### src/hdl/tbe_pkg.sv
// Shared types, constants and the round mixing function of the reduced TEA
// encryption block. Used by every module of the block; depends on nothing.
`default_nettype none

package tbe_pkg;

  // Round structure
  localparam int unsigned MaxCycles = 32;
  localparam int unsigned CycW      = $clog2(MaxCycles);
  localparam int unsigned RoundCntW = 7;
  localparam int unsigned ShiftLeft  = 4;
  localparam int unsigned ShiftRight = 5;

  // Register reset values
  localparam logic [RoundCntW-1:0] RoundCountReset = RoundCntW'(2 * MaxCycles);
  localparam logic [31:0]          DeltaReset      = 32'h9E37_79B9;

  // Configuration register indexes
  localparam int unsigned CfgIdxW = 3;
  localparam logic [CfgIdxW-1:0] CfgKey0       = 3'd0;
  localparam logic [CfgIdxW-1:0] CfgKey1       = 3'd1;
  localparam logic [CfgIdxW-1:0] CfgKey2       = 3'd2;
  localparam logic [CfgIdxW-1:0] CfgKey3       = 3'd3;
  localparam logic [CfgIdxW-1:0] CfgRoundCount = 3'd4;
  localparam logic [CfgIdxW-1:0] CfgDelta      = 3'd5;

  // Input item: one plaintext block
  typedef struct packed {
    logic [31:0] left_in;
    logic [31:0] right_in;
  } tbe_in_t;

  // Result item: one ciphertext block
  typedef struct packed {
    logic [31:0] left_out;
    logic [31:0] right_out;
  } tbe_out_t;

  // Controller to datapath commands
  typedef struct packed {
    logic load;
    logic step;
    logic skip_right;
    logic out_load;
  } tbe_cmd_t;

  // Datapath to controller status
  typedef struct packed {
    logic [CycW-1:0] cycles_m1;
    logic            odd;
  } tbe_stat_t;

  // F(x, a, b) = ((x << 4) + a) ^ (x + sum) ^ ((x >> 5) + b)
  function automatic logic [31:0] mix_word(input logic [31:0] x,
                                           input logic [31:0] sum,
                                           input logic [31:0] ka,
                                           input logic [31:0] kb);
    logic [31:0] a;
    logic [31:0] b;
    logic [31:0] c;
    a = (x << ShiftLeft) + ka;
    b = x + sum;
    c = (x >> ShiftRight) + kb;
    return a ^ b ^ c;
  endfunction

endpackage

`default_nettype wire

### src/hdl/tbe_datapath.sv
// Datapath of the reduced TEA block: configuration registers, the working
// words and running sum, one full Feistel cycle per clock, output register.
// Depends on tbe_pkg.
`default_nettype none

module tbe_datapath (
  input  wire logic                        clk_i,
  input  wire logic                        rst_ni,
  input  wire logic                        cfg_we_i,
  input  wire logic [tbe_pkg::CfgIdxW-1:0] cfg_index_i,
  input  wire logic [31:0]                 cfg_data_i,
  input  wire tbe_pkg::tbe_in_t            in_data_i,
  input  wire tbe_pkg::tbe_cmd_t           cmd_i,
  output tbe_pkg::tbe_stat_t               stat_o,
  output tbe_pkg::tbe_out_t                out_data_o
);

  logic [31:0] key0_q, key1_q, key2_q, key3_q, delta_q;
  logic [tbe_pkg::RoundCntW-1:0] round_count_q;

  logic [31:0] left_q, left_d;
  logic [31:0] right_q, right_d;
  logic [31:0] sum_q, sum_d;
  tbe_pkg::tbe_out_t out_q;

  logic [tbe_pkg::RoundCntW-1:0] halves;

  localparam logic [tbe_pkg::RoundCntW-1:0] HalfMax =
    tbe_pkg::RoundCntW'(2 * tbe_pkg::MaxCycles);
  localparam logic [tbe_pkg::RoundCntW-1:0] HalfMin = tbe_pkg::RoundCntW'(1);

  // Write configuration registers
  always_ff @(posedge clk_i or negedge rst_ni) begin
    if (!rst_ni) begin
      key0_q        <= '0;
      key1_q        <= '0;
      key2_q        <= '0;
      key3_q        <= '0;
      round_count_q <= tbe_pkg::RoundCountReset;
      delta_q       <= tbe_pkg::DeltaReset;
    end else if (cfg_we_i) begin
      case (cfg_index_i)
        tbe_pkg::CfgKey0:       key0_q        <= cfg_data_i;
        tbe_pkg::CfgKey1:       key1_q        <= cfg_data_i;
        tbe_pkg::CfgKey2:       key2_q        <= cfg_data_i;
        tbe_pkg::CfgKey3:       key3_q        <= cfg_data_i;
        tbe_pkg::CfgRoundCount: round_count_q <= cfg_data_i[tbe_pkg::RoundCntW-1:0];
        tbe_pkg::CfgDelta:      delta_q       <= cfg_data_i;
        default: ;
      endcase
    end
  end

  // Clamp the half-round count into its legal range, derive cycle count
  always_comb begin
    halves = round_count_q;
    if (round_count_q == '0) begin
      halves = HalfMin;
    end else if (round_count_q > HalfMax) begin
      halves = HalfMax;
    end
  end

  assign stat_o.cycles_m1 = tbe_pkg::CycW'((halves - HalfMin) >> 1);
  assign stat_o.odd       = halves[0];

  // One full cycle: advance sum, update left, then right from the new left
  always_comb begin
    sum_d   = sum_q + delta_q;
    left_d  = left_q + tbe_pkg::mix_word(right_q, sum_d, key0_q, key1_q);
    right_d = right_q + tbe_pkg::mix_word(left_d, sum_d, key2_q, key3_q);
  end

  // Load a new block or advance the working words
  always_ff @(posedge clk_i) begin
    if (cmd_i.load) begin
      left_q  <= in_data_i.left_in;
      right_q <= in_data_i.right_in;
      sum_q   <= '0;
    end else if (cmd_i.step) begin
      sum_q  <= sum_d;
      left_q <= left_d;
      if (!cmd_i.skip_right) begin
        right_q <= right_d;
      end
    end
  end

  // Capture the finished block into the output register
  always_ff @(posedge clk_i) begin
    if (cmd_i.out_load) begin
      out_q.left_out  <= left_q;
      out_q.right_out <= right_q;
    end
  end

  assign out_data_o = out_q;

endmodule

`default_nettype wire

### src/hdl/tbe_ctrl.sv
// Controller of the reduced TEA block: accepts an item, counts round cycles
// and hands the result to the output register. Depends on tbe_pkg.
`default_nettype none

module tbe_ctrl (
  input  wire logic               clk_i,
  input  wire logic               rst_ni,
  input  wire logic               in_valid_i,
  output logic                    in_ready_o,
  output logic                    out_valid_o,
  input  wire logic               out_ready_i,
  input  wire tbe_pkg::tbe_stat_t stat_i,
  output tbe_pkg::tbe_cmd_t       cmd_o
);

  typedef enum logic [1:0] {
    ST_IDLE,
    ST_RUN,
    ST_DONE
  } state_e;

  state_e                state_q;
  logic [tbe_pkg::CycW-1:0] cnt_q;
  logic                  odd_q;
  logic                  out_valid_q;
  logic                  last_cycle;
  logic                  out_free;

  assign last_cycle = (cnt_q == '0);
  assign out_free   = !out_valid_q || out_ready_i;

  // Decode commands from the current state
  always_comb begin
    cmd_o            = '0;
    cmd_o.load       = (state_q == ST_IDLE) && in_valid_i;
    cmd_o.step       = (state_q == ST_RUN);
    cmd_o.skip_right = (state_q == ST_RUN) && last_cycle && odd_q;
    cmd_o.out_load   = (state_q == ST_DONE) && out_free;
  end

  // Hold state, round counter and output valid
  always_ff @(posedge clk_i or negedge rst_ni) begin
    if (!rst_ni) begin
      state_q     <= ST_IDLE;
      cnt_q       <= '0;
      odd_q       <= 1'b0;
      out_valid_q <= 1'b0;
    end else begin
      if (cmd_o.out_load) begin
        out_valid_q <= 1'b1;
      end else if (out_ready_i) begin
        out_valid_q <= 1'b0;
      end
      case (state_q)
        ST_IDLE: begin
          if (in_valid_i) begin
            cnt_q   <= stat_i.cycles_m1;
            odd_q   <= stat_i.odd;
            state_q <= ST_RUN;
          end
        end
        ST_RUN: begin
          if (last_cycle) begin
            state_q <= ST_DONE;
          end else begin
            cnt_q <= cnt_q - 1'b1;
          end
        end
        ST_DONE: begin
          if (out_free) begin
            state_q <= ST_IDLE;
          end
        end
        default: state_q <= ST_IDLE;
      endcase
    end
  end

  assign in_ready_o  = (state_q == ST_IDLE);
  assign out_valid_o = out_valid_q;

endmodule

`default_nettype wire

### src/hdl/tea_block_encrypt_reduced.sv
// Reduced-round TEA encryption, top level: joins controller and datapath.
// Depends on tbe_pkg, tbe_ctrl and tbe_datapath.
//
// Encrypts one 64-bit block per item under a 128-bit key with a configurable
// number of half-rounds (1..64; zero counts as 1, larger values as 64). The
// datapath performs one full TEA cycle (two chained half-rounds) per clock in
// the round loop. An item is accepted in the idle state, then runs the round
// loop, then its result moves into the output register; a new item is taken
// only after that move, which waits while a previous result is still unread.
// The output register lets the next item start while the previous result
// still waits on the output side. Configuration writes are always accepted
// and must only be issued while the block is idle.
`default_nettype none

module tea_block_encrypt_reduced (
  input  wire logic                        clk_i,
  input  wire logic                        rst_ni,
  input  wire logic                        cfg_valid_i,
  output logic                             cfg_ready_o,
  input  wire logic [tbe_pkg::CfgIdxW-1:0] cfg_index_i,
  input  wire logic [31:0]                 cfg_data_i,
  input  wire logic                        in_valid_i,
  output logic                             in_ready_o,
  input  wire tbe_pkg::tbe_in_t            in_data_i,
  output logic                             out_valid_o,
  input  wire logic                        out_ready_i,
  output tbe_pkg::tbe_out_t                out_data_o
);

  tbe_pkg::tbe_cmd_t  cmd;
  tbe_pkg::tbe_stat_t stat;

  assign cfg_ready_o = 1'b1;

  tbe_ctrl u_ctrl (
    .clk_i      (clk_i),
    .rst_ni     (rst_ni),
    .in_valid_i (in_valid_i),
    .in_ready_o (in_ready_o),
    .out_valid_o(out_valid_o),
    .out_ready_i(out_ready_i),
    .stat_i     (stat),
    .cmd_o      (cmd)
  );

  tbe_datapath u_datapath (
    .clk_i      (clk_i),
    .rst_ni     (rst_ni),
    .cfg_we_i   (cfg_valid_i),
    .cfg_index_i(cfg_index_i),
    .cfg_data_i (cfg_data_i),
    .in_data_i  (in_data_i),
    .cmd_i      (cmd),
    .stat_o     (stat),
    .out_data_o (out_data_o)
  );

endmodule

`default_nettype wire

### config.mk
export PLATFORM = sky130hd
export DESIGN_NAME = tea_block_encrypt_reduced
export DESIGN_NICKNAME = d
export VERILOG_FILES = /design/src/hdl/tbe_pkg.sv /design/src/hdl/tbe_datapath.sv /design/src/hdl/tbe_ctrl.sv /design/src/hdl/tea_block_encrypt_reduced.sv
export SDC_FILE = /design/constraint.sdc
export NUM_CORES = 1
export LEC_CHECK = 0
export BUFFER_PORTS_ARGS = -buffer_cell sky130_fd_sc_hd__buf_2
export CORE_AREA = 2 2 296 298
export DETAILED_ROUTE_END_ITERATION = 12
export DIE_AREA = 0 0 298 300
export PLACE_DENSITY_LB_ADDON = 0.05
export SLEW_MARGIN = 5
export SYNTH_ARGS = -nofsm -noshare
export SYNTH_HDL_FRONTEND = slang
export SYNTH_SLANG_ARGS = --single-unit
### constraint.sdc
create_clock -name clk_i -period 10.1 [get_ports clk_i]
set_input_delay 0.505 -clock clk_i [delete_from_list [all_inputs] [get_ports clk_i]]
set_output_delay 0.505 -clock clk_i [all_outputs]
set_load 0.01 [all_outputs]
After elaboration in Yosys (flattened, before gate mapping)
Cells that the tools add are included.

storage, ports and cells
  input port bits = 104
  output and inout port bits = 67
  flip-flop bits (word level) = 336

cells by class
  bitwise operators = 4
  $lt $le $gt $ge = 1
  muxes and demuxes = 16
  $add $sub $neg = 11
  equal/unequal tests = 12
  reduce and logical (&&, ||, !) cells = 23

operators with widths
  operator                                               number
  adder 32 bit                                           7
  two-way mux 32 bit                                     5
  XOR 32 bit                                             4
  adder 27 x 32 -> 32 bit                                2
  AND reduction 2 bit                                    8
  two-way mux 6 bit                                      2
  two-way mux 5 bit                                      2
  one-hot mux 5 bit (2 select lines)                     1
  > comparator 7 bit, second input constant              1
  logical NOT 7 bit                                      1
  equality test 3 x 2 -> 1 bit, second input constant    2
  equality test 3 bit, second input constant             2
  two-way mux 2 bit                                      3
  inequality test 2 bit, second input constant           3
  one-hot mux 2 bit (3 select lines)                     1
  AND reduction 3 bit                                    2
  nonzero test 2 bit                                     3
  subtractor 6 x 1 -> 6 bit, second input constant       1
  logical NOT 5 bit                                      1
  subtractor 5 x 1 -> 5 bit, second input constant       1
  logical AND 1 bit                                      4
  inequality test 2 x 1 -> 1 bit, second input constant  2
  equality test 3 x 1 -> 1 bit, second input constant    1
  logical NOT 3 bit                                      1
  other kinds (6)                                        7

Depth between registers and ports, before layout
Gate-level depths: netlist of the first run.

  word-level depth = 12
  mapped depth = 51

Hierarchy
A second synthesis of the first run with hierarchy kept.

unflattened totals
  cells, all modules = 2572
  area total of the unflattened synthesis = 25966.2 sq um

modules (own cells, without submodules)
  module                     area an instance (sq um)  cells an instance  instances  seq. area each (sq um)
  tbe_datapath               25490.7                   2525               1          8689.6
  tbe_ctrl                   464.2                     45                 1          225.2
  tea_block_encrypt_reduced  11.3                      2                  1          0.0

Least setup slack after synthesis of the first run
No wires, ideal clock.

  path kind = flip-flop to flip-flop
  from = register u_datapath.delta_q[0]
  to = register u_datapath.right_q[31], data pin
  required time = 9.840 ns
  stages on the path, launching flop included = 47
  slack = 0.490 ns
  arrival time = 9.350 ns
  cell sequence = dfstp_2 ha_1 inv_1 fa_1 nor2b_1 o21ai_0 a21oi_1 o21ai_0 a21boi_0 o31ai_1 o211ai_1 a21oi_1 o21ai_0 a31o_2 xor2_1 ha_1 clkbuf_1 a21oi_1 (+11 left out) a31oi_2 o21bai_1 a21oi_1 xnor2_1 ha_1 a21o_1 a221o_1 a21o_1 nor2b_1 xnor3_1 xnor2_1 ha_1 o2111ai_1 a211oi_1 a2111oi_0 xnor2_1 xnor2_1 mux2_2

on the way
  word-level cells in the longest chain between the ends = 12

RTL lines
  what                                    line                          text
  start: declaration                      tbe_datapath.sv:18            logic [31:0] key0_q, key1_q, key2_q, key3_q, delta_q;
  start signal: assignment                tbe_datapath.sv:40            delta_q <= tbe_pkg::DeltaReset;
  start signal: assignment                tbe_datapath.sv:48            tbe_pkg::CfgDelta: delta_q <= cfg_data_i;
  adder 32 bit *                          tbe_datapath.sv:69            sum_d = sum_q + delta_q;
  via u_datapath.sum_d[20]                tbe_datapath.sv:23            logic [31:0] sum_q, sum_d;
  adder 32 bit                            tbe_pkg.sv:62                 b = x + sum;
  XOR 32 bit (2 in series)                tbe_pkg.sv:64                 return a ^ b ^ c;
  adder 32 bit                            tbe_datapath.sv:70            left_d = left_q + tbe_pkg::mix_word(right_q, sum_d, key0_q, key1_q);
  adder 32 bit, on equally long branches  tbe_pkg.sv:62, tbe_pkg.sv:61
  XOR 32 bit                              tbe_pkg.sv:64
  XOR 32 bit *                            tbe_pkg.sv:64
  adder 32 bit *                          tbe_datapath.sv:71            right_d = right_q + tbe_pkg::mix_word(left_d, sum_d, key2_q, key3_q);
  two-way mux 32 bit *                    tbe_datapath.sv:83            if (!cmd_i.skip_right) begin
  two-way mux 32 bit *                    tbe_datapath.sv:80            end else if (cmd_i.step) begin
  two-way mux 32 bit *                    tbe_datapath.sv:76            if (cmd_i.load) begin
  end signal: assignment                  tbe_datapath.sv:78            right_q <= in_data_i.right_in;
  end signal: assignment                  tbe_datapath.sv:84            right_q <= right_d;
  end: declaration                        tbe_datapath.sv:22            logic [31:0] right_q, right_d;

Mark *: on every way through the listed nets, which the timed path passes. The rest lies on a longest branch. The select of a mux whose other input is x is not followed.
A chain may end at the register's enable or synchronous reset.

Worst setup path after layout of the first run
  from = register u_datapath.delta_q[0]
  to = register u_datapath.right_q[30], data pin

The elaborated chain is that of the path after synthesis.

==> flow_summary.toml, run 1 <==
[placement]
dpl_worst_slack_ns = -0.763
gp_congestion = 0.913
place_inst = 4421
io_buffers = 169
place_area_um2 = 32100
hpwl_um = 82100

[grt]
grt_pass1_vias = 23512
grtUsageTotal = 0.228
use_met2 = 0.344
grt_overflow = 0
grt-busiest-layer = "met2"
use_met1 = 0.331
use_met3 = 0.0456
grt_pass1_wl_um = 151000
grt_max_degree = 88
antenna_found_initial = 15

[logic_synthesis]
synthCells = 2583
synth_top_family_by_area = "compound AO/OA/AOI/OAI gates"
ys.warnings.count = 0
synth-xor-area-share = 0.132
yosysSeqAreaShare = 0.347
synth_edf_count = 128
syn-num-nets = 2979
synthesis.area_um2 = 25700
ys_types = 74
synthAdderAreaFrac = 0.145
yosys.area_share.simple = 0.100
synthArstFlopShare = 0.524
syn_area_per_cell_um2 = 9.96
synth_compound_area_frac = 0.181
ys_ff_latch = 336
synthFlopType = "dfrtp_1"
synthMuxAreaShare = 0.0770

[clock_network]
clock-sinks = 336
numCtsBuffers = 46
cts_buffer_depth = 3
root_buffer = "clkbuf_16"
cts_tree = "built"
cts.htree.levels = 2
cts.clk_slew.worst_paths_ns = 0.06
clk_latency_ns = 0.62

[floorplanning]
die_h_um = 300
top_level_ports = 171
rows = 108
die-area_um2 = 89400
dieWidth_um = 298
start_util = 0.298
core_um2 = 86200

[setup_path]
reg2reg_depth = 51
end_kind = "register"
crit_path_frequent_cell = "a21o_1"
cpPeakStageDelay_ns = 0.55
startpoint_type = "register"
required_ns = 10.56
critPathKind = "reg -> reg"
critical_path.slowest_cell = "dfstp_2"
cp_max_fo = 6
arrival_ns = 10.47

[sta]
max_slew_margin = 0.249
setup_violations = 0
post-route-min-period_ns = 10.01
clock.fmax_mhz = 99.9
grt_setup_unrepaired = "true"
fin_ws_ns = 0.0939
finalMaxSlewViolations = 0
finalHoldViolCount = 0
hold_slack_ns = 0.149
fin_crit_sh = 0.991
fin_skew_ns = 0.0256
worst_pin_slew_ns = 1.13

[finish]
design_area_um2 = 34800
instances_no_fill = 4531
drive_above_1_share = 0.356
fin_nets = 3733
syn_to_final_growth_pct = 35.2

[worst_hold_path]
hold_depth = 3
hp-class = "in -> reg"

[status]
status = "completed"

[route]
drt_iter0_markers = 1286
ant_nets = 0
viasPerCell = 5.01
vias = 22716
drc = 0
wl_per_cell_um = 22.9
drt_wl_total_um = 104000
dr.pass1.iters = 7

[job]
drv_cap = 0
layout by cell type (no fill, tap or decap), drive strengths merged, types with 9 or more instances in the layout:
master,instances
buf,751
xnor2,323
ha,283
a21oi,213
nand2,212
mux2,175
dfrtp,155
o21ai,140
a21o,136
edfxtp,128
nor2,125
inv,79
clkbuf,64
xor2,55
nand3,51
nand2b,37
o21a,36
dfxtp,32
o21bai,30
nor2b,28
nor3,26
a31oi,24
dfstp,21
a211oi,21
a22o,20
and3,19
clkinv,15
nand4,14
o211ai,11
a221o,9
or3,9
fa,9
o2111ai,9
timing repair:
item	4_1_cts	5_1_grt
cloned	0	0
setup buffers	6	19
pin swaps	36	106
endpoints found under the hold margin	7	0
endpoints found under the setup margin	9	12
gates resized for setup	64	146
hold buffers	1	0
Yosys cell counts (all sizes together), types with 6 or more instances:
cell type	number	area (um2)
a211oi	21	158
a21boi	8	60.1
a21o	136	1020
a21oi	213	1070
a221o	9	90.1
a22o	20	175
a31o	8	70.1
a31oi	24	178
and2	8	50.1
and3	19	119
clkbuf	42	158
dfrtp	155	3880
dfstp	21	552
dfxtp	32	641
edfxtp	128	3840
fa	9	180
ha	283	3540
inv	77	289
mux2	175	1970
nand2	212	796
nand2b	37	231
nand3	51	255
nand4	14	87.6
nor2	125	472
nor2b	28	175
nor3	26	130
nor3b	6	45.0
o2111ai	9	78.8
o211ai	11	82.6
o21a	36	270
o21ai	140	701
o21bai	30	225
o31ai	8	60.1
or3	9	61.3
xnor2	323	2830
xor2	55	482
final cells by class:
| class | instances | area, um2 |
|---|---|---|
| Multi-Input combinational cell | 2123 | 17400 |
| Sequential cell | 336 | 8910 |
| Clock buffer | 63 | 1280 |
| Inverter | 77 | 289 |
| Antenna cell | 1 | 2.50 |
| Fill cell | 8691 | 51400 |
| Timing Repair Buffer | 753 | 5260 |
| Tap cell | 1155 | 1450 |
| Clock inverter | 23 | 220 |
final timing paths:
path                       slack [ns]                                 to                               from
max                              0.09   u_datapath.right_q[30]$_DFFE_PP_  u_datapath.delta_q[0]$_DFFE_PN1P_
min                              0.15    u_datapath.left_q[12]$_DFFE_PP_                      in_data_i[44]
max reg2reg                      0.09   u_datapath.right_q[30]$_DFFE_PP_  u_datapath.delta_q[0]$_DFFE_PN1P_
min reg2reg                      0.46   u_datapath.sum_q[6]$_SDFFE_PP0P_   u_datapath.sum_q[6]$_SDFFE_PP0P_
max in group asynchronous        8.31  u_datapath.key1_q[22]$_DFFE_PN0P_                             rst_ni
min in group asynchronous        0.54  u_datapath.key3_q[26]$_DFFE_PN0P_                             rst_ni
cell families (layout without fill, tap and decap cells):
logic type,count (synthesis),in the layout
AOI/OAI and AO/OA,717,717
xor gates and xnor gates,382,382
adders and majority gates,292,292
buffers and inverters,124,916
DFF,336,336
muxes,176,176
other,1,2
and+or+nand+nor,555,555
registers in the layout (all words and copies together), names as in the netlist, 7 cells and up:
signal	flops
u_datapath.delta_q	32
u_datapath.key1_q	32
u_datapath.out_data_o	64
u_datapath.sum_q	32
u_datapath.key0_q	32
u_datapath.left_q	32
u_datapath.round_count_q	7
u_datapath.key3_q	32
u_datapath.right_q	32
u_datapath.key2_q	32
worst max-delay path: cells and delay by family, from the launching register on:
kind,cells,cell delay (ns)
simple gates,7,1.29
buf+inv,6,0.87
flops,1,0.55
xor+xnor,5,0.85
fa+ha+maj,6,1.59
compound gates,27,4.65
layer usage:
layer | vias up | share of wire
li1 | 10952 | -
met1 | 11111 | 0.49
met2 | 530 | 0.42
met3 | 123 | 0.061
met4 | 0 | 0.027
met5 | - | 0
per-stage QoR:
stage	setup TNS [ns]	util
after global routing	-1.35	0.403
after floorplan	0	-
after CTS	0	0.394
after detailed placement	-2.22	0.372
final	0	0.403
after global placement	-1.68	0.372
Power of run 1 is not shown: default switching activity piles up to over one toggle a cycle in this logic, so the estimate is an artifact.
==> inputs of run 2 (changes only) <==
--- a/config.mk
+++ b/config.mk
@@ -5,12 +5,13 @@
 export SDC_FILE = /design/constraint.sdc
 export NUM_CORES = 1
 export LEC_CHECK = 0
+export ABC_AREA = 1
 export BUFFER_PORTS_ARGS = -buffer_cell sky130_fd_sc_hd__buf_2
-export CORE_AREA = 2 2 296 298
+export CORE_AREA = 2 2 303 305
 export DETAILED_ROUTE_END_ITERATION = 12
-export DIE_AREA = 0 0 298 300
+export DIE_AREA = 0 0 305 307
 export PLACE_DENSITY_LB_ADDON = 0.05
-export SLEW_MARGIN = 5
+export SLEW_MARGIN = 40
 export SYNTH_ARGS = -nofsm -noshare
 export SYNTH_HDL_FRONTEND = slang
 export SYNTH_SLANG_ARGS = --single-unit
==> flow_summary.toml, run 2 <==
[status]
status = "completed"

[route]
wl_per_cell_um = 22.0
met1_length_um = 55800
top_layer_used = "met4"
drt_wl_total_um = 111000
route.met2.wl_um = 47500
dr.pass1.iters = 6
viasPerCell = 5.00
vias = 25192
ant_nets = 0
drt_iter0_markers = 1885
wl_met3_um = 4610
drc = 0

[placement]
hpwl_um = 90900
io_buffers = 169
gp_congestion = 0.935

[sta]
tns_ns = 0
post-route-min-period_ns = 9.53
fin_skew_ns = 0.0317
fin_crit_sh = 0.944
worst_pin_slew_ns = 0.931
setup_violations = 0
finalMaxSlewViolations = 0
finalHoldViolCount = 0
clock.fmax_mhz = 105
max_slew_margin = 0.375

[finish]
multiInputGateArea_um2 = 16800
largest_reg_flops = 64
fillers = 9563
drive_above_1_share = 0.177
regArea_um2 = 8910
final_common_cell = "nand2_1"
most-common-layout-cells = "nand2_1 (806), inv_1 (300), o21ai_0 (280), ha_1 (279), buf_4 (274)"
syn_to_final_growth_pct = 22.2
fin_nets = 4208

[floorplanning]
die-area_um2 = 93600
rows = 111
die_h_um = 307
dieWidth_um = 305
top_level_ports = 171
start_util = 0.297
core_um2 = 90700

[logic_synthesis]
yosys.area.top_type = "dfrtp_1"
synth.most_common_cell = "nand2_1"
synth_edf_count = 128
netlist.area_leader.share = 0.144
synthCells = 3371
synth_common_cells = "nand2_1 (812), inv_1 (301), o21ai_0 (288), ha_1 (283), a21oi_1 (269)"
yosysSeqAreaShare = 0.332
synthesis.area_um2 = 26900
ys.warnings.count = 0
synthFlopType = "dfrtp_1"
syn-num-nets = 3767
ys_types = 68
syn_area_per_cell_um2 = 7.98
synthArstFlopShare = 0.524
synth.top_cells.by_area = "dfrtp_1 (14%), edfxtp_1 (14%), ha_1 (13%), nand2_1 (11%), xor2_1 (7.4%)"
ys_ff_latch = 336

[clock_network]
cts.clk_slew.worst_paths_ns = 0.06
cts.htree.levels = 2
clk_latency_ns = 0.66
cts_buffer_depth = 3
cts_tree = "built"
root_buffer = "clkbuf_16"
clock-sinks = 336
numCtsBuffers = 46

[setup_path]
crit_path_frequent_cell = "nand2_1"
critical_path.slowest_cell = "dfstp_2"
cpPeakStageDelay_ns = 0.53
required_ns = 10.45
end_kind = "register"
critPathKind = "reg -> reg"
startpoint_type = "register"
cp_max_fo = 6
arrival_ns = 9.88

[grt]
grt_max_degree = 82
grtUsageTotal = 0.235
grt_overflow = 0
grt_pass1_vias = 25565
grt_pass1_wl_um = 163000
antenna_found_initial = 12

[job]
drv_cap = 0

[worst_hold_path]
hp-class = "in -> reg"
[run 2: cell types whose count changed after synthesis, moves of 37 or more]
cell	before	now
nand3_1	51	94
o21ai_0	137	288
nand2_1	212	812
xor2_1	55	227
mux2_2	175	0
nor2_1	124	196
a21o_1	136	22
xnor2_1	323	124
a21oi_1	213	269
inv_1	77	301
nand2b_1	37	0
[run 2: final timing paths]
check,from,end,slack [ns],depth (start not counted)
min in group asynchronous,rst_ni,u_ctrl.cnt_q[4]$_DFFE_PN0P_,0.47,2
max reg2reg,u_datapath.delta_q[0]$_DFFE_PN1P_,u_datapath.right_q[30]$_DFFE_PP_,0.57,50
max,u_datapath.delta_q[0]$_DFFE_PN1P_,u_datapath.right_q[30]$_DFFE_PP_,0.57,50
min reg2reg,u_datapath.left_q[0]$_DFFE_PP_,u_datapath.out_data_o[32]$_DFFE_PP_,0.46,0
max in group asynchronous,rst_ni,u_datapath.key1_q[26]$_DFFE_PN0P_,8.38,3
min,out_ready_i,u_ctrl.out_valid_o$_DFFE_PN0P_,0.07,2
[run 2: kinds of logic after synthesis]
| group | Yosys count | synth area share |
|---|---|---|
| compound gates | 797 | 0.173 |
| xor+xnor | 355 | 0.118 |
| fa+ha+maj | 292 | 0.138 |
| buf+inv | 369 | 0.0522 |
| flops | 336 | 0.332 |
| other cells | 1 | 0.000139 |
| simple gates | 1221 | 0.187 |
[run 2: what timing repair did]
action	CTS	global route
hold endpoints to repair	60	0
setup buffers	0	7
pin swaps	0	13
resized for setup	1	41
setup endpoints to repair	2	9
hold buffers	1	0
[run 2: area by class of cell]
cell class / instances / area share
Sequential cell: 336 / 0.271
Tap cell: 1186 / 0.0452
Clock buffer: 63 / 0.0388
Multi-Input combinational cell: 2666 / 0.511
Clock inverter: 22 / 0.00670
Inverter: 313 / 0.0358
Timing Repair Buffer: 449 / 0.0915
Antenna cell: 2 / 0.000152
[run 2: critical path, delay by kind of cell, from the launching register on]
family,cells,cell delay [ns]
XOR/XNOR,6,1.23
flip-flops,1,0.53
buffers and inverters,7,0.90
adder cells (fa/ha/maj),6,1.81
AND/OR/NAND/NOR,14,1.80
AO/OA/AOI/OAI,17,2.94
[run 2: metrics by stage]
step	worst slack, ns	hold slack (ns)	instances	utilization	instance area [um2]
after CTS	0.0361	0.0123	5028	0.360	32600
after global routing	-0.0377	0.0772	5035	0.362	32900
final	0.568	0.0652	5037	0.362	32900
after detailed placement	0.0893	0.450	4942	0.343	31100
after floorplan	1.92	0.209	3371	-	26900
after global placement	0.0868	0.447	4942	0.343	31100
[run 2: metal layers]
metal | track usage | vias up
met2 | 0.366 | 568
met5 | 0 | -
met1 | 0.343 | 12146
met4 | 0.0615 | 0
li1 | - | 12340
met3 | 0.0258 | 138
Power of run 2 is left out for the same reason.
==> inputs of run 3 (changes only) <==
--- a/config.mk
+++ b/config.mk
@@ -6,11 +6,12 @@
 export NUM_CORES = 1
 export LEC_CHECK = 0
 export ABC_AREA = 1
-export BUFFER_PORTS_ARGS = -buffer_cell sky130_fd_sc_hd__buf_2
 export CORE_AREA = 2 2 303 305
 export DETAILED_ROUTE_END_ITERATION = 12
 export DIE_AREA = 0 0 305 307
+export DONT_BUFFER_PORTS = 1
 export PLACE_DENSITY_LB_ADDON = 0.05
+export REMOVE_ABC_BUFFERS = 1
 export SLEW_MARGIN = 40
 export SYNTH_ARGS = -nofsm -noshare
 export SYNTH_HDL_FRONTEND = slang
==> flow_summary.toml, run 3 (same netlist as run 2, synthesis figures left out) <==
[grt]
grt_overflow = 0
grtUsageTotal = 0.229
antenna_found_initial = 7
grt_max_degree = 177
grt_pass1_wl_um = 159000
grt_pass1_vias = 24540

[clock_network]
cts.clk_slew.worst_paths_ns = 0.06
clk_latency_ns = 0.65
root_buffer = "clkbuf_16"
cts_buffer_depth = 3
cts_tree = "built"
clock-sinks = 336
cts.htree.levels = 2
numCtsBuffers = 44

[floorplanning]
dieWidth_um = 305
top_level_ports = 171
die_h_um = 307
start_util = 0.297
rows = 111
die-area_um2 = 93600
core_um2 = 90700

[sta]
finalHoldViolCount = 0
post-route-min-period_ns = 9.46
fin_crit_sh = 0.937
setup_violations = 0
max_slew_margin = 0.447
fin_ws_ns = 0.640
worst_pin_slew_ns = 0.827
finalMaxSlewViolations = 0
fin_skew_ns = 0.0397
clock.fmax_mhz = 106
hold_slack_ns = 0.0487

[finish]
multiInputGateArea_um2 = 16900
regArea_um2 = 8910
fin_nets = 4003
syn_to_final_growth_pct = 18.7
instances_no_fill = 4831
most-common-layout-cells = "nand2_1 (803), inv_1 (300), o21ai_0 (280), ha_1 (274), a21oi_1 (260)"
drive_above_1_share = 0.136
largest_reg_flops = 64
final_common_cell = "nand2_1"
design_area_um2 = 31900
fillers = 9466

[route]
drt_iter0_markers = 1504
drc = 0
ant_nets = 0
drt_wl_total_um = 108000
dr.pass1.iters = 5
wl_per_cell_um = 22.4
vias = 24383
viasPerCell = 5.05

[placement]
io_buffers = 0
place_area_um2 = 29900
gp_congestion = 0.911
dpl_worst_slack_ns = 0.125
place_inst = 4731
hpwl_um = 88600

[setup_path]
crit_path_frequent_cell = "nand2_1"
startpoint_type = "register"
required_ns = 10.48
critical_path.slowest_cell = "dfstp_2"
arrival_ns = 9.84
end_kind = "register"
cpPeakStageDelay_ns = 0.53
critPathKind = "reg -> reg"
cp_max_fo = 5

[worst_hold_path]
hp-class = "in -> reg"

[job]
drv_cap = 0

[status]
status = "completed"
[run 3: critical path, delay by kind of cell (launching register included)]
family | cells | cell delay [ns]
xor+xnor | 5 | 1.13
simple gates | 18 | 1.78
flops | 1 | 0.53
buf+inv | 8 | 0.67
compound gates | 18 | 3.21
fa+ha+maj | 6 | 1.81
[run 3: final cells by class]
cell class                 count  share of cell area
tap                         1186              0.0465
antenna                        3            0.000235
multi-input combinational   2666               0.529
sequential                   336               0.279
clock buffer                  57              0.0373
inverter                     313              0.0369
timing repair buffer         246              0.0604
clock inverter                24             0.00996
[run 3: per-stage QoR]
| step | TNS (ns) | util |
|---|---|---|
| floorplan | 0 | - |
| global placement | 0 | 0.330 |
| detailed placement | 0 | 0.330 |
| CTS | 0 | 0.347 |
| global route | -0.0639 | 0.352 |
| finish | 0 | 0.352 |
[run 3: repair_timing]
item,CTS,global route
gates resized for setup,0,66
setup endpoints to repair,0,9
setup buffers,0,10
hold buffers,4,0
endpoints found under the hold margin,178,0
[run 3: final timing paths]
check                      slack, ns  cells after the start                               from                            endpoint
max reg2reg                     0.64                     55  u_datapath.delta_q[0]$_DFFE_PN1P_    u_datapath.right_q[31]$_DFFE_PP_
min                             0.05                      2                      in_data_i[39]      u_datapath.left_q[7]$_DFFE_PP_
max                             0.64                     55  u_datapath.delta_q[0]$_DFFE_PN1P_    u_datapath.right_q[31]$_DFFE_PP_
min in group asynchronous       0.42                      2                             rst_ni   u_datapath.key3_q[14]$_DFFE_PN0P_
min reg2reg                     0.46                      2  u_datapath.sum_q[24]$_SDFFE_PP0P_   u_datapath.sum_q[24]$_SDFFE_PP0P_
max in group asynchronous       8.54                      4                             rst_ni  u_datapath.delta_q[26]$_DFFE_PN1P_
[run 3: routing by layer]
layer,up-vias,routed length (um),share of wire,GRT usage
met4,0,2270,0.021,0.0571
met5,-,0,0,0
met2,538,48300,0.45,0.367
met1,11830,54000,0.50,0.329
li1,11911,-,-,-
met3,104,3910,0.036,0.0227
Power of run 3 is left out for the same reason.
